<file path="config.mk">
export PLATFORM = sky130hd
export DESIGN_NAME = fresh_item_rate_paced_fifo_top
export DESIGN_NICKNAME = d
export VERILOG_FILES = /design/src/hdl/frpf_pkg.sv /design/src/hdl/frpf_ram.sv /design/src/hdl/frpf_alu.sv /design/src/hdl/fresh_item_rate_paced_fifo_top.sv
export SDC_FILE = /design/constraint.sdc
export NUM_CORES = 2
export LEC_CHECK = 0
export BUFFER_PORTS_ARGS = -buffer_cell sky130_fd_sc_hd__buf_2
export CORE_MARGIN = 2
export CORE_UTILIZATION = 63
export DETAILED_ROUTE_END_ITERATION = 10
export GPL_TIMING_DRIVEN = 0
export HOLD_SLACK_MARGIN = 0.08
export PLACE_DENSITY_LB_ADDON = 0.25
export RECOVER_POWER = 25
export SLEW_MARGIN = 20
export SYNTH_ARGS = -nofsm -noshare
export SYNTH_HDL_FRONTEND = slang
export SYNTH_SLANG_ARGS = --single-unit
export TNS_END_PERCENT = 30
</file>
<file path="constraint.sdc">
create_clock -name clk_i -period 9 [get_ports clk_i]
set_clock_uncertainty 0.05 [all_clocks]
set_input_delay 1.8 -clock clk_i [delete_from_list [all_inputs] [get_ports clk_i]]
set_output_delay 1.8 -clock clk_i [all_outputs]
set_load 0.02 [all_outputs]
</file>
<file path="src/hdl/frpf_pkg.sv">
// Shared types and constants for the rate-paced freshness FIFO.
`default_nettype none

package frpf_pkg;

  // Number of entries in the queue storage.
  localparam int unsigned DEPTH   = 64;
  localparam int unsigned IDX_W   = $clog2(DEPTH);
  localparam int unsigned CNT_W   = $clog2(DEPTH + 1);
  localparam int unsigned LIM_W   = (CNT_W > 7) ? CNT_W : 7;

  localparam int unsigned STAMP_W   = 32;
  localparam int unsigned PAYLOAD_W = 32;
  localparam int unsigned ENTRY_W   = STAMP_W + PAYLOAD_W;

  localparam int unsigned PERIOD_W = 10;
  localparam int unsigned QLIM_W   = 7;
  localparam int unsigned CFG_W    = 10;

  // Configuration register indexes.
  localparam logic CFG_TICK_PERIOD = 1'b0;
  localparam logic CFG_QUEUE_LIMIT = 1'b1;

  localparam logic [PERIOD_W-1:0] TICK_PERIOD_RST = PERIOD_W'(100);
  localparam logic [QLIM_W-1:0]   QUEUE_LIMIT_RST = QLIM_W'(4);

  // Command codes.
  localparam logic CMD_INSERT = 1'b0;
  localparam logic CMD_TICK   = 1'b1;

  typedef enum logic {
    ALU_ADD,
    ALU_CMP
  } alu_op_e;

  typedef struct packed {
    alu_op_e              op;
    logic [STAMP_W-1:0]   a;
    logic [STAMP_W-1:0]   b;
  } alu_req_t;

  typedef struct packed {
    logic [STAMP_W-1:0] sum;
    logic               ge;
  } alu_rsp_t;

  typedef struct packed {
    logic                        cmd;
    logic [STAMP_W-1:0]          stamp;
    logic signed [PAYLOAD_W-1:0] payload;
  } in_item_t;

  typedef struct packed {
    logic [STAMP_W-1:0]          out_stamp;
    logic                        out_extrapolated;
    logic signed [PAYLOAD_W-1:0] out_payload;
  } out_item_t;

endpackage

`default_nettype wire

</file>
<file path="src/hdl/frpf_ram.sv">
// Generic single-write, single-read RAM with registered read data.
`default_nettype none

module frpf_ram #(
  parameter int unsigned WIDTH = 64,
  parameter int unsigned DEPTH = 64
) (
  input  wire logic                     clk_i,
  input  wire logic                     we_i,
  input  wire logic [$clog2(DEPTH)-1:0] waddr_i,
  input  wire logic [WIDTH-1:0]         wdata_i,
  input  wire logic                     re_i,
  input  wire logic [$clog2(DEPTH)-1:0] raddr_i,
  output logic      [WIDTH-1:0]         rdata_o
);

  logic [WIDTH-1:0] mem_q [DEPTH];

  always_ff @(posedge clk_i) begin
    if (we_i) begin
      mem_q[waddr_i] <= wdata_i;
    end
    if (re_i) begin
      rdata_o <= mem_q[raddr_i];
    end
  end

endmodule

`default_nettype wire

</file>
<file path="src/hdl/frpf_alu.sv">
// Shared 32-bit adder used for stamp compares and marker stamp sums.
`default_nettype none

module frpf_alu
  import frpf_pkg::*;
(
  input  wire alu_req_t req_i,
  output alu_rsp_t      rsp_o
);

  logic [STAMP_W-1:0] b_eff;
  logic               cin;
  logic [STAMP_W:0]   sum;

  always_comb begin
    case (req_i.op)
      ALU_CMP: begin
        b_eff = ~req_i.b;
        cin   = 1'b1;
      end
      default: begin
        b_eff = req_i.b;
        cin   = 1'b0;
      end
    endcase
  end

  assign sum = {1'b0, req_i.a} + {1'b0, b_eff} + {{STAMP_W{1'b0}}, cin};

  // For a subtraction the carry out is set exactly when a >= b, unsigned.
  assign rsp_o.sum = sum[STAMP_W-1:0];
  assign rsp_o.ge  = sum[STAMP_W];

endmodule

`default_nettype wire

</file>
<file path="src/hdl/fresh_item_rate_paced_fifo_top.sv">
// Top level of the rate-paced freshness FIFO: sequencer, queue pointers and registers.
`default_nettype none

// An insert beat (cmd = 0) never raises busy: it stores the stamp and payload at
// the tail of the queue, first dropping the oldest entry when the queue already
// holds the effective limit (queue_limit, with 0 read as 1 and values above the
// storage depth read as the depth). A tick beat (cmd = 1) raises busy and walks
// the queue from the head; for each entry examined, S_READ reads it from the
// storage RAM and S_CHECK then compares its stamp against the last sent stamp in
// the shared adder. The first entry whose stamp is not below the last sent stamp
// is emitted; if the queue runs dry first, a marker stamped last sent plus
// tick_period with payload 0 is emitted instead, formed by the adder in S_EXTRAP.
// The result beat appears on result_o for exactly one cycle with result_valid_o
// high, in the same cycle that busy falls; the receiver cannot stall it, so it must
// capture the beat in that cycle. Configuration writes are taken at any edge
// with cfg_we_i high and are meant to happen only while the block is idle.
module fresh_item_rate_paced_fifo_top
  import frpf_pkg::*;
(
  input  wire logic       clk_i,
  input  wire logic       rst_ni,
  input  wire logic       start,
  output logic            busy,
  input  wire in_item_t   in_item_i,
  output logic            result_valid_o,
  output out_item_t       result_o,
  input  wire logic       cfg_we_i,
  input  wire logic       cfg_idx_i,
  input  wire logic [CFG_W-1:0] cfg_wdata_i
);

  // Sequencer state codes.
  localparam logic [1:0] S_IDLE   = 2'd0;
  localparam logic [1:0] S_READ   = 2'd1;
  localparam logic [1:0] S_CHECK  = 2'd2;
  localparam logic [1:0] S_EXTRAP = 2'd3;

  function automatic logic [IDX_W-1:0] next_slot(input logic [IDX_W-1:0] i);
    return (i == IDX_W'(DEPTH - 1)) ? '0 : i + 1'b1;
  endfunction

  logic [1:0]          state_q, state_d;
  logic [IDX_W-1:0]    head_q, head_d;
  logic [IDX_W-1:0]    tail_q, tail_d;
  logic [CNT_W-1:0]    count_q, count_d;
  logic [STAMP_W-1:0]  last_q, last_d;
  logic [PERIOD_W-1:0] tick_period_q;
  logic [QLIM_W-1:0]   queue_limit_q;
  logic                valid_q, valid_d;
  out_item_t           res_q, res_d;

  logic                accept;
  logic                ram_we;
  logic                ram_re;
  logic [ENTRY_W-1:0]  ram_wdata;
  logic [ENTRY_W-1:0]  ram_rdata;
  logic [LIM_W-1:0]    qlim_ext;
  logic [LIM_W-1:0]    eff_limit;
  logic                drop;
  alu_req_t            alu_req;
  alu_rsp_t            alu_rsp;

  assign busy   = (state_q != S_IDLE);
  assign accept = start && !busy;

  // Configuration registers.
  always_ff @(posedge clk_i or negedge rst_ni) begin
    if (!rst_ni) begin
      tick_period_q <= TICK_PERIOD_RST;
      queue_limit_q <= QUEUE_LIMIT_RST;
    end else if (cfg_we_i) begin
      case (cfg_idx_i)
        CFG_TICK_PERIOD: tick_period_q <= cfg_wdata_i[PERIOD_W-1:0];
        CFG_QUEUE_LIMIT: queue_limit_q <= cfg_wdata_i[QLIM_W-1:0];
        default: ;
      endcase
    end
  end

  // Clamp the limit into 1..DEPTH.
  always_comb begin
    qlim_ext = LIM_W'(queue_limit_q);
    if (qlim_ext == '0) begin
      eff_limit = LIM_W'(1);
    end else if (qlim_ext > LIM_W'(DEPTH)) begin
      eff_limit = LIM_W'(DEPTH);
    end else begin
      eff_limit = qlim_ext;
    end
  end

  // A full queue gives up its oldest entry to make room.
  assign drop = (LIM_W'(count_q) >= eff_limit);

  assign ram_we    = accept && (in_item_i.cmd == CMD_INSERT);
  assign ram_wdata = {in_item_i.stamp, in_item_i.payload};
  assign ram_re    = (state_q == S_READ);

  frpf_ram #(
    .WIDTH (ENTRY_W),
    .DEPTH (DEPTH)
  ) u_ram (
    .clk_i   (clk_i),
    .we_i    (ram_we),
    .waddr_i (tail_q),
    .wdata_i (ram_wdata),
    .re_i    (ram_re),
    .raddr_i (head_q),
    .rdata_o (ram_rdata)
  );

  // The adder compares during the queue walk and forms the marker stamp otherwise.
  always_comb begin
    if (state_q == S_CHECK) begin
      alu_req.op = ALU_CMP;
      alu_req.a  = ram_rdata[ENTRY_W-1:PAYLOAD_W];
      alu_req.b  = last_q;
    end else begin
      alu_req.op = ALU_ADD;
      alu_req.a  = last_q;
      alu_req.b  = STAMP_W'(tick_period_q);
    end
  end

  frpf_alu u_alu (
    .req_i (alu_req),
    .rsp_o (alu_rsp)
  );

  // Sequencer.
  always_comb begin
    state_d = state_q;
    head_d  = head_q;
    tail_d  = tail_q;
    count_d = count_q;
    last_d  = last_q;
    valid_d = 1'b0;
    res_d   = res_q;

    case (state_q)
      S_IDLE: begin
        if (accept) begin
          if (in_item_i.cmd == CMD_INSERT) begin
            tail_d = next_slot(tail_q);
            if (drop) begin
              head_d = next_slot(head_q);
            end else begin
              count_d = count_q + 1'b1;
            end
          end else if (count_q == '0) begin
            state_d = S_EXTRAP;
          end else begin
            state_d = S_READ;
          end
        end
      end
      S_READ: begin
        state_d = S_CHECK;
      end
      S_CHECK: begin
        // The entry just read is popped whatever the compare says.
        head_d  = next_slot(head_q);
        count_d = count_q - 1'b1;
        if (alu_rsp.ge) begin
          state_d                = S_IDLE;
          valid_d                = 1'b1;
          res_d.out_stamp        = ram_rdata[ENTRY_W-1:PAYLOAD_W];
          res_d.out_extrapolated = 1'b0;
          res_d.out_payload      = ram_rdata[PAYLOAD_W-1:0];
          last_d                 = ram_rdata[ENTRY_W-1:PAYLOAD_W];
        end else if (count_q == CNT_W'(1)) begin
          state_d = S_EXTRAP;
        end else begin
          state_d = S_READ;
        end
      end
      S_EXTRAP: begin
        state_d                = S_IDLE;
        valid_d                = 1'b1;
        res_d.out_stamp        = alu_rsp.sum;
        res_d.out_extrapolated = 1'b1;
        res_d.out_payload      = '0;
        last_d                 = alu_rsp.sum;
      end
      default: begin
        state_d = S_IDLE;
      end
    endcase
  end

  always_ff @(posedge clk_i or negedge rst_ni) begin
    if (!rst_ni) begin
      state_q <= S_IDLE;
      head_q  <= '0;
      tail_q  <= '0;
      count_q <= '0;
      last_q  <= '0;
      valid_q <= 1'b0;
    end else begin
      state_q <= state_d;
      head_q  <= head_d;
      tail_q  <= tail_d;
      count_q <= count_d;
      last_q  <= last_d;
      valid_q <= valid_d;
    end
  end

  always_ff @(posedge clk_i) begin
    res_q <= res_d;
  end

  assign result_valid_o = valid_q;
  assign result_o       = res_q;

endmodule

`default_nettype wire
</file>
After elaboration in Yosys (flattened, before gate mapping)
Memory sizes are Yosys's and may differ from the RTL's. A register that Yosys moved wholly into a read port is not among the register bits. Index checks and enable logic that the tools add are counted.

Word-level logic and storage cells: 80. Output and inout port bits: 67. Memories kept: 1. Memory bits (writable): 4096. Register bits after elaboration: 136. Bits of input ports: 80.

Memory list: u_ram.mem_q (depth 64, bits a word 64, read ports 1, clocked after memory_dff 1, wr ports 1, RTL line frpf_ram.sv:17) `logic [WIDTH-1:0] mem_q [DEPTH];`.

Bitwise operators: 3. Eq/ne operators: 12. Magnitude comparators: 2. Muxes and demuxes: 29. Reductions and logical operators: 16. Add/sub/neg operators: 6.

Operator list (count): 65-bit two-way mux (2); 65-bit case mux with 2 select lines (1); 32-bit two-way mux (2); 32-bit case mux with 2 select lines (1); 7-bit two-way mux (5); 32-bit by 32-bit adder with 33-bit output (1); 33-bit by 1-bit adder with 33-bit output (1); 32-bit NOT (1); 6-bit two-way mux (5); 7-bit logical NOT (2); 7-bit case mux with 2 select lines (1); 6-bit by 1-bit adder with 6-bit output, second input constant (2); 6-bit == test, second input constant (2); 6-bit case mux with 2 select lines (1); 2-bit two-way mux (5); 2-bit != test, second input constant (5); 2-bit case mux with 4 select lines (1); 2-bit AND reduction (4); 4-bit AND reduction (2); 7-bit by 1-bit adder with 7-bit output, second input constant (1); 7-bit by 1-bit == test with 1-bit output, second input constant (1); 7-bit >= comparator (1); 7-bit greater-than comparator, second input constant (1); 7-bit by 1-bit subtractor with 7-bit output, second input constant (1); 11 further kinds (19).

Longest topological paths before layout
Depth in word-level cells: 8. Gate-level depth with buffers: 18. Depth with buffers taken out: 13.

By module
From an unflattened synthesis, not the netlist that was laid out.

Cells, all modules: 7533. Area, all modules: 165745.2 um^2.

By module, submodules not included: frpf_ram (cells an instance 6598, sequential area each 124919.8 um^2, instances 1, area each 156989.3 um^2); fresh_item_rate_paced_fifo_top (cells an instance 633, sequential area each 3733.6 um^2, instances 1, area each 6536.3 um^2); frpf_alu (cells an instance 302, sequential area each 0.0 um^2, instances 1, area each 2219.6 um^2).

Worst setup path before layout
OpenSTA, ideal clock, no wires.

Path type: register to register. From: reg state_q[1]. To: reg res_q, in the netlist result_o[0], enable pin. Required time: 8372 ps. Path buffers: 5. Setup time: 578 ps. Period minus slack after synthesis: 8122 ps. Path slack: 878 ps. Arrival time: 7495 ps. Stages on the path, launching flop included: 15. Cell sequence: dfrtp_1 clkbuf_1 nand2b_1 clkbuf_1 clkbuf_1 clkbuf_1 nor2_1 ha_1 clkbuf_1 nand4_1 nor2_1 o211ai_1 a21oi_1 o21ai_2 o21ai_0.

Word-level cells in the longest chain between the ends: 8. Elaborated cells on any way between the ends: 11. Classes of those cells: add/sub (2); eq/ne (3); mux (3); bitwise (1); reduce/logical (2).

RTL lines: start: declaration (RTL line fresh_item_rate_paced_fifo_top.sv:42) `logic [1:0] state_q, state_d;`; start signal: assignment (RTL line fresh_item_rate_paced_fifo_top.sv:200) `state_q <= state_d;`; 2-bit == test (RTL line fresh_item_rate_paced_fifo_top.sv:114, fresh_item_rate_paced_fifo_top.sv:140); 65-bit two-way mux (RTL line fresh_item_rate_paced_fifo_top.sv:114) `if (state_q == S_CHECK) begin`; 32-bit NOT (RTL line frpf_alu.sv:18) `b_eff = ~req_i.b;`; 32-bit two-way mux (RTL line frpf_alu.sv:16) `case (req_i.op)`; 32-bit by 32-bit adder with 33-bit output (RTL line frpf_alu.sv:28) `assign sum = {1'b0, req_i.a} + {1'b0, b_eff} + {{STAMP_W{1'b0}}, cin};`; 33-bit by 1-bit adder with 33-bit output (RTL line frpf_alu.sv:28); 2-bit by 1-bit != test with 1-bit output (no line); 2-bit AND reduction (no line) *; end signal: assignment (RTL line fresh_item_rate_paced_fifo_top.sv:210) `res_q <= res_d;`; end: declaration (RTL line fresh_item_rate_paced_fifo_top.sv:50) `out_item_t res_q, res_d;`.

Every way passes the cells marked *; elsewhere a longest branch is shown, timed or not. A chain may end at the register's enable or synchronous reset.

Final worst setup path
From: reg state_q[1]. To: reg last_q[11].

Word-level cells in the longest chain between the ends: 8. Elaborated cells on any way between the ends: 12. Classes of those cells: add/sub (2); eq/ne (3); mux (4); bitwise (1); reduce/logical (2).

RTL lines: 2-bit == test (RTL line fresh_item_rate_paced_fifo_top.sv:114, fresh_item_rate_paced_fifo_top.sv:140); 65-bit two-way mux (RTL line fresh_item_rate_paced_fifo_top.sv:114); 32-bit NOT (RTL line frpf_alu.sv:18); 32-bit two-way mux (RTL line frpf_alu.sv:16); 32-bit by 32-bit adder with 33-bit output (RTL line frpf_alu.sv:28); 33-bit by 1-bit adder with 33-bit output (RTL line frpf_alu.sv:28); 2-bit by 1-bit != test with 1-bit output (no line); 2-bit AND reduction (no line); end signal: assignment (RTL line fresh_item_rate_paced_fifo_top.sv:204) `last_q <= last_d;`; end: declaration (RTL line fresh_item_rate_paced_fifo_top.sv:46) `logic [STAMP_W-1:0] last_q, last_d;`.

Parallel ways exist; a longest one is shown, timed or not.

==> results.ini <==
[power]
p_leak_nw=59.8
seqPwrFrac_pct=39.1
ir_worst_vdd_v=0.000280
power_frac_comb_pct=30.6
switchingPower_mw=18.8
clkPwrFrac_pct=30.3
power_density_mw_per_mm2=309
p_int_mw=40.1
sw_frac_of_total_pct=31.9

[clock_network]
clk_pin_slew_ns=0.06
cts.sinks=4296
clock_latency_ns=1.00
cts_hold_buf=0
clockBufferDepth=4
h-tree-depth=5
cts_tree=built
cts_setup_buffers=0
cts_buffers=411
cts_resized=0
root_buffer=clkbuf_16

[yosys]
netlist.top_cell.by_area=edfxtp_1
synthArstFlopShare_pct=1.65
syn_avg_cell_area_um2=24.4
synth_area_leaders=edfxtp_1, mux4_2, dfrtp_1, clkbuf_1, nand2_1
synth_ff_type=edfxtp_1
ys_warn_count=0
netlist_area_mm2=0.165
netlist.area_leader.share_pct=76.9
synth_edf_count=4225
synth-seq-cells=4296
ys_types=68
seq_area_frac_synth_pct=78.0
synth_nets=6878
syn_inst=6753

[grt]
overflow=0
antenna_found_initial=43
grt_usage_pct=39.6
grt_pass1_vias=87500
grt_max_degree=65
grt_pass1_wl_um=713000

[placed_design]
placed_cell_area_mm2=0.177
gp_congestion=0.855
numPortBuffers=146
place_hpwl_um=300000

[routing]
drt_iter0_drc=16000
vias=87600
wl_um=518000
drc=0
vias_per_cell=7.62
firstDrtPassIters=8
wl_per_cell_um=45.1
antenna_left=0

[final_layout]
finish.instance_area_mm2=0.191
final_common_cell=edfxtp_1
layout_common_cells=edfxtp_1, mux4_2, clkbuf_16, clkbuf_1, buf_2
areaGrowthSynthToFinish_pct=15.6
fin_nets=7727
multi_input_comb_area_mm2=0.0353
drive_gt1_share_pct=32.9
fill_cells=12700
seq_area_mm2=0.129

[min_path]
worst_hold_path.endpoint=tick_period_q[8]$_DFFE_PN0P_
hold_path_depth=1
min-delay-start=tick_period_q[8]$_DFFE_PN0P_
hold_class=reg -> reg

[critical_path]
start_kind=flop
worstSetupEndpointType=flop
r2r_cells=16
worstPathRequired_ns=9.79
ff2ff_setup_slack_ns=2.61
critical_path_class=reg -> reg
rr_endpoint=last_q[11]$_DFFE_PN0P_
r2r_start=state_q[1]$_DFFE_PN0P_
arrival_ns=7.18
critical_path.max_fanout=10

[run_status]
status=finished with violations
violations=capacitance limit, slew limit

[timing]
fin_crit_sh_pct=71.0
layout_min_cycle_time_ns=6.39
maxSlewHeadroom_pct=-112
timing.fmax_mhz=156
slew_viol_final=2787
hold_violations=0
setup_viol=0
holdWs_ns=0.460
worst_slew_pin_slew_ns=3.18
rsz0062_at_grt=no

[die]
start_util_pct=63.5
die_w_um=516
dieArea_mm2=0.266
core_area_mm2=0.260
ios=147
chipHeight_um=516
num_rows=187

[run]
maxCapViolations=45

synth_stat cells, types with 6 or more instances:
cell	count
xor2_1	14
a21oi_1	38
buf_1	30
o211ai_1	8
o31ai_1	6
a21o_1	18
or3_1	6
and2_1	35
and3_1	12
dfrtp_1	67
nand3_1	23
xnor2_1	17
edfxtp_1	4225
nand2_1	176
nor2b_1	7
a31oi_1	9
mux2_2	48
inv_1	18
mux4_2	1344
buf_2	99
nor3_1	12
o21ai_0	59
nor2_1	128
ha_1	44
nand4_1	11
or2_2	6
clkbuf_1	214
critical path, stage by stage, from the launching register on:
cell,delay [ns]
dfrtp_1,0.46
clkbuf_1,0.46
nand2b_1,0.21
clkbuf_1,0.37
clkbuf_1,0.47
clkbuf_1,0.66
nor2_1,0.09
ha_1,0.30
clkbuf_1,0.27
nand4_1,0.17
nor2_1,0.26
o211ai_1,0.33
a21oi_1,0.44
o21ai_2,0.22
o21ai_2,0.70
buf_2,0.42
mux2_2,0.38
metal layers:
metal	track usage, %	routed length, µm	up-vias
met5	0	290	-
met4	21.6	34600	42
met3	11.9	71500	1900
met2	63.1	252000	9260
met1	49.2	160000	45400
li1	-	-	31000
final cells by class:
class	instances	share of cell area, %
diodes	44	0.0577
inverters	18	0.0354
flip-flops and latches	4296	67.4
multi-input cells	2093	18.5
repair buffers	436	3.77
plain buffers	346	0.801
clock buffers	503	5.63
well taps	3496	2.29
clock inverters	257	1.47
worst max-delay path by stage:
stage	slack, ns	endpoint	start
final	2.61	last_q[11]$_DFFE_PN0P_	state_q[1]$_DFFE_PN0P_
after global routing	2.38	last_q[11]$_DFFE_PN0P_	state_q[1]$_DFFE_PN0P_
after CTS	2.68	last_q[13]$_DFFE_PN0P_	state_q[1]$_DFFE_PN0P_
after detailed placement	2.69	last_q[13]$_DFFE_PN0P_	state_q[1]$_DFFE_PN0P_
after global placement	-7.34	result_o[24]$_SDFFCE_PP0P_	state_q[1]$_DFFE_PN0P_
after floorplan	0.88	result_o[0]$_SDFFCE_PP0P_	state_q[1]$_DFFE_PN0P_
through the flow:
| step | worst slack [ns] | util [%] | cells | power (mW) | TNS (ns) |
|---|---|---|---|---|---|
| global placement | -7.34 | 65.4 | 10400 | 39.4 | -4901.58 |
| CTS | 2.68 | 73.3 | 11400 | 58.5 | 0 |
| floorplan | 0.878 | - | 6753 | 33.9 | 0 |
| detailed placement | 2.69 | 68.1 | 10700 | 40.2 | 0 |
| finish | 2.61 | 73.4 | 11500 | 58.9 | 0 |
| global route | 2.38 | 73.4 | 11500 | 59.9 | 0 |
sequential cells by signal, indices dropped and copies added (netlist names):
signal and flops:
u_ram.rdata_o 64, u_ram.mem_q 4096, tail_q 6, result_valid_o 1, tick_period_q 10, head_q 6, qlim_ext 7, count_q 7
last_q 32, result_o 65, state_q 2
kinds of logic after synthesis:
logic type                 share of synthesized area (%)
DFF                                                 78.0
xor gates and xnor gates                           0.165
AOI/OAI and AO/OA                                  0.720
and+or+nand+nor                                     1.17
adders and majority gates                          0.346
buffers and inverters                              0.912
muxes                                               18.7
power by group through the flow:
stage | Clock [mW] | Combinational [mW] | Sequential (mW)
after floorplan | 0 | 10.6 | 23.4
after global placement | 0 | 16.0 | 23.5
after detailed placement | 0 | 16.8 | 23.4
after CTS | 17.9 | 17.7 | 23.0
after global routing | 18.5 | 18.4 | 23.0
final | 17.9 | 18.0 | 23.0
Note: power is estimated with default switching activity, not from simulation.
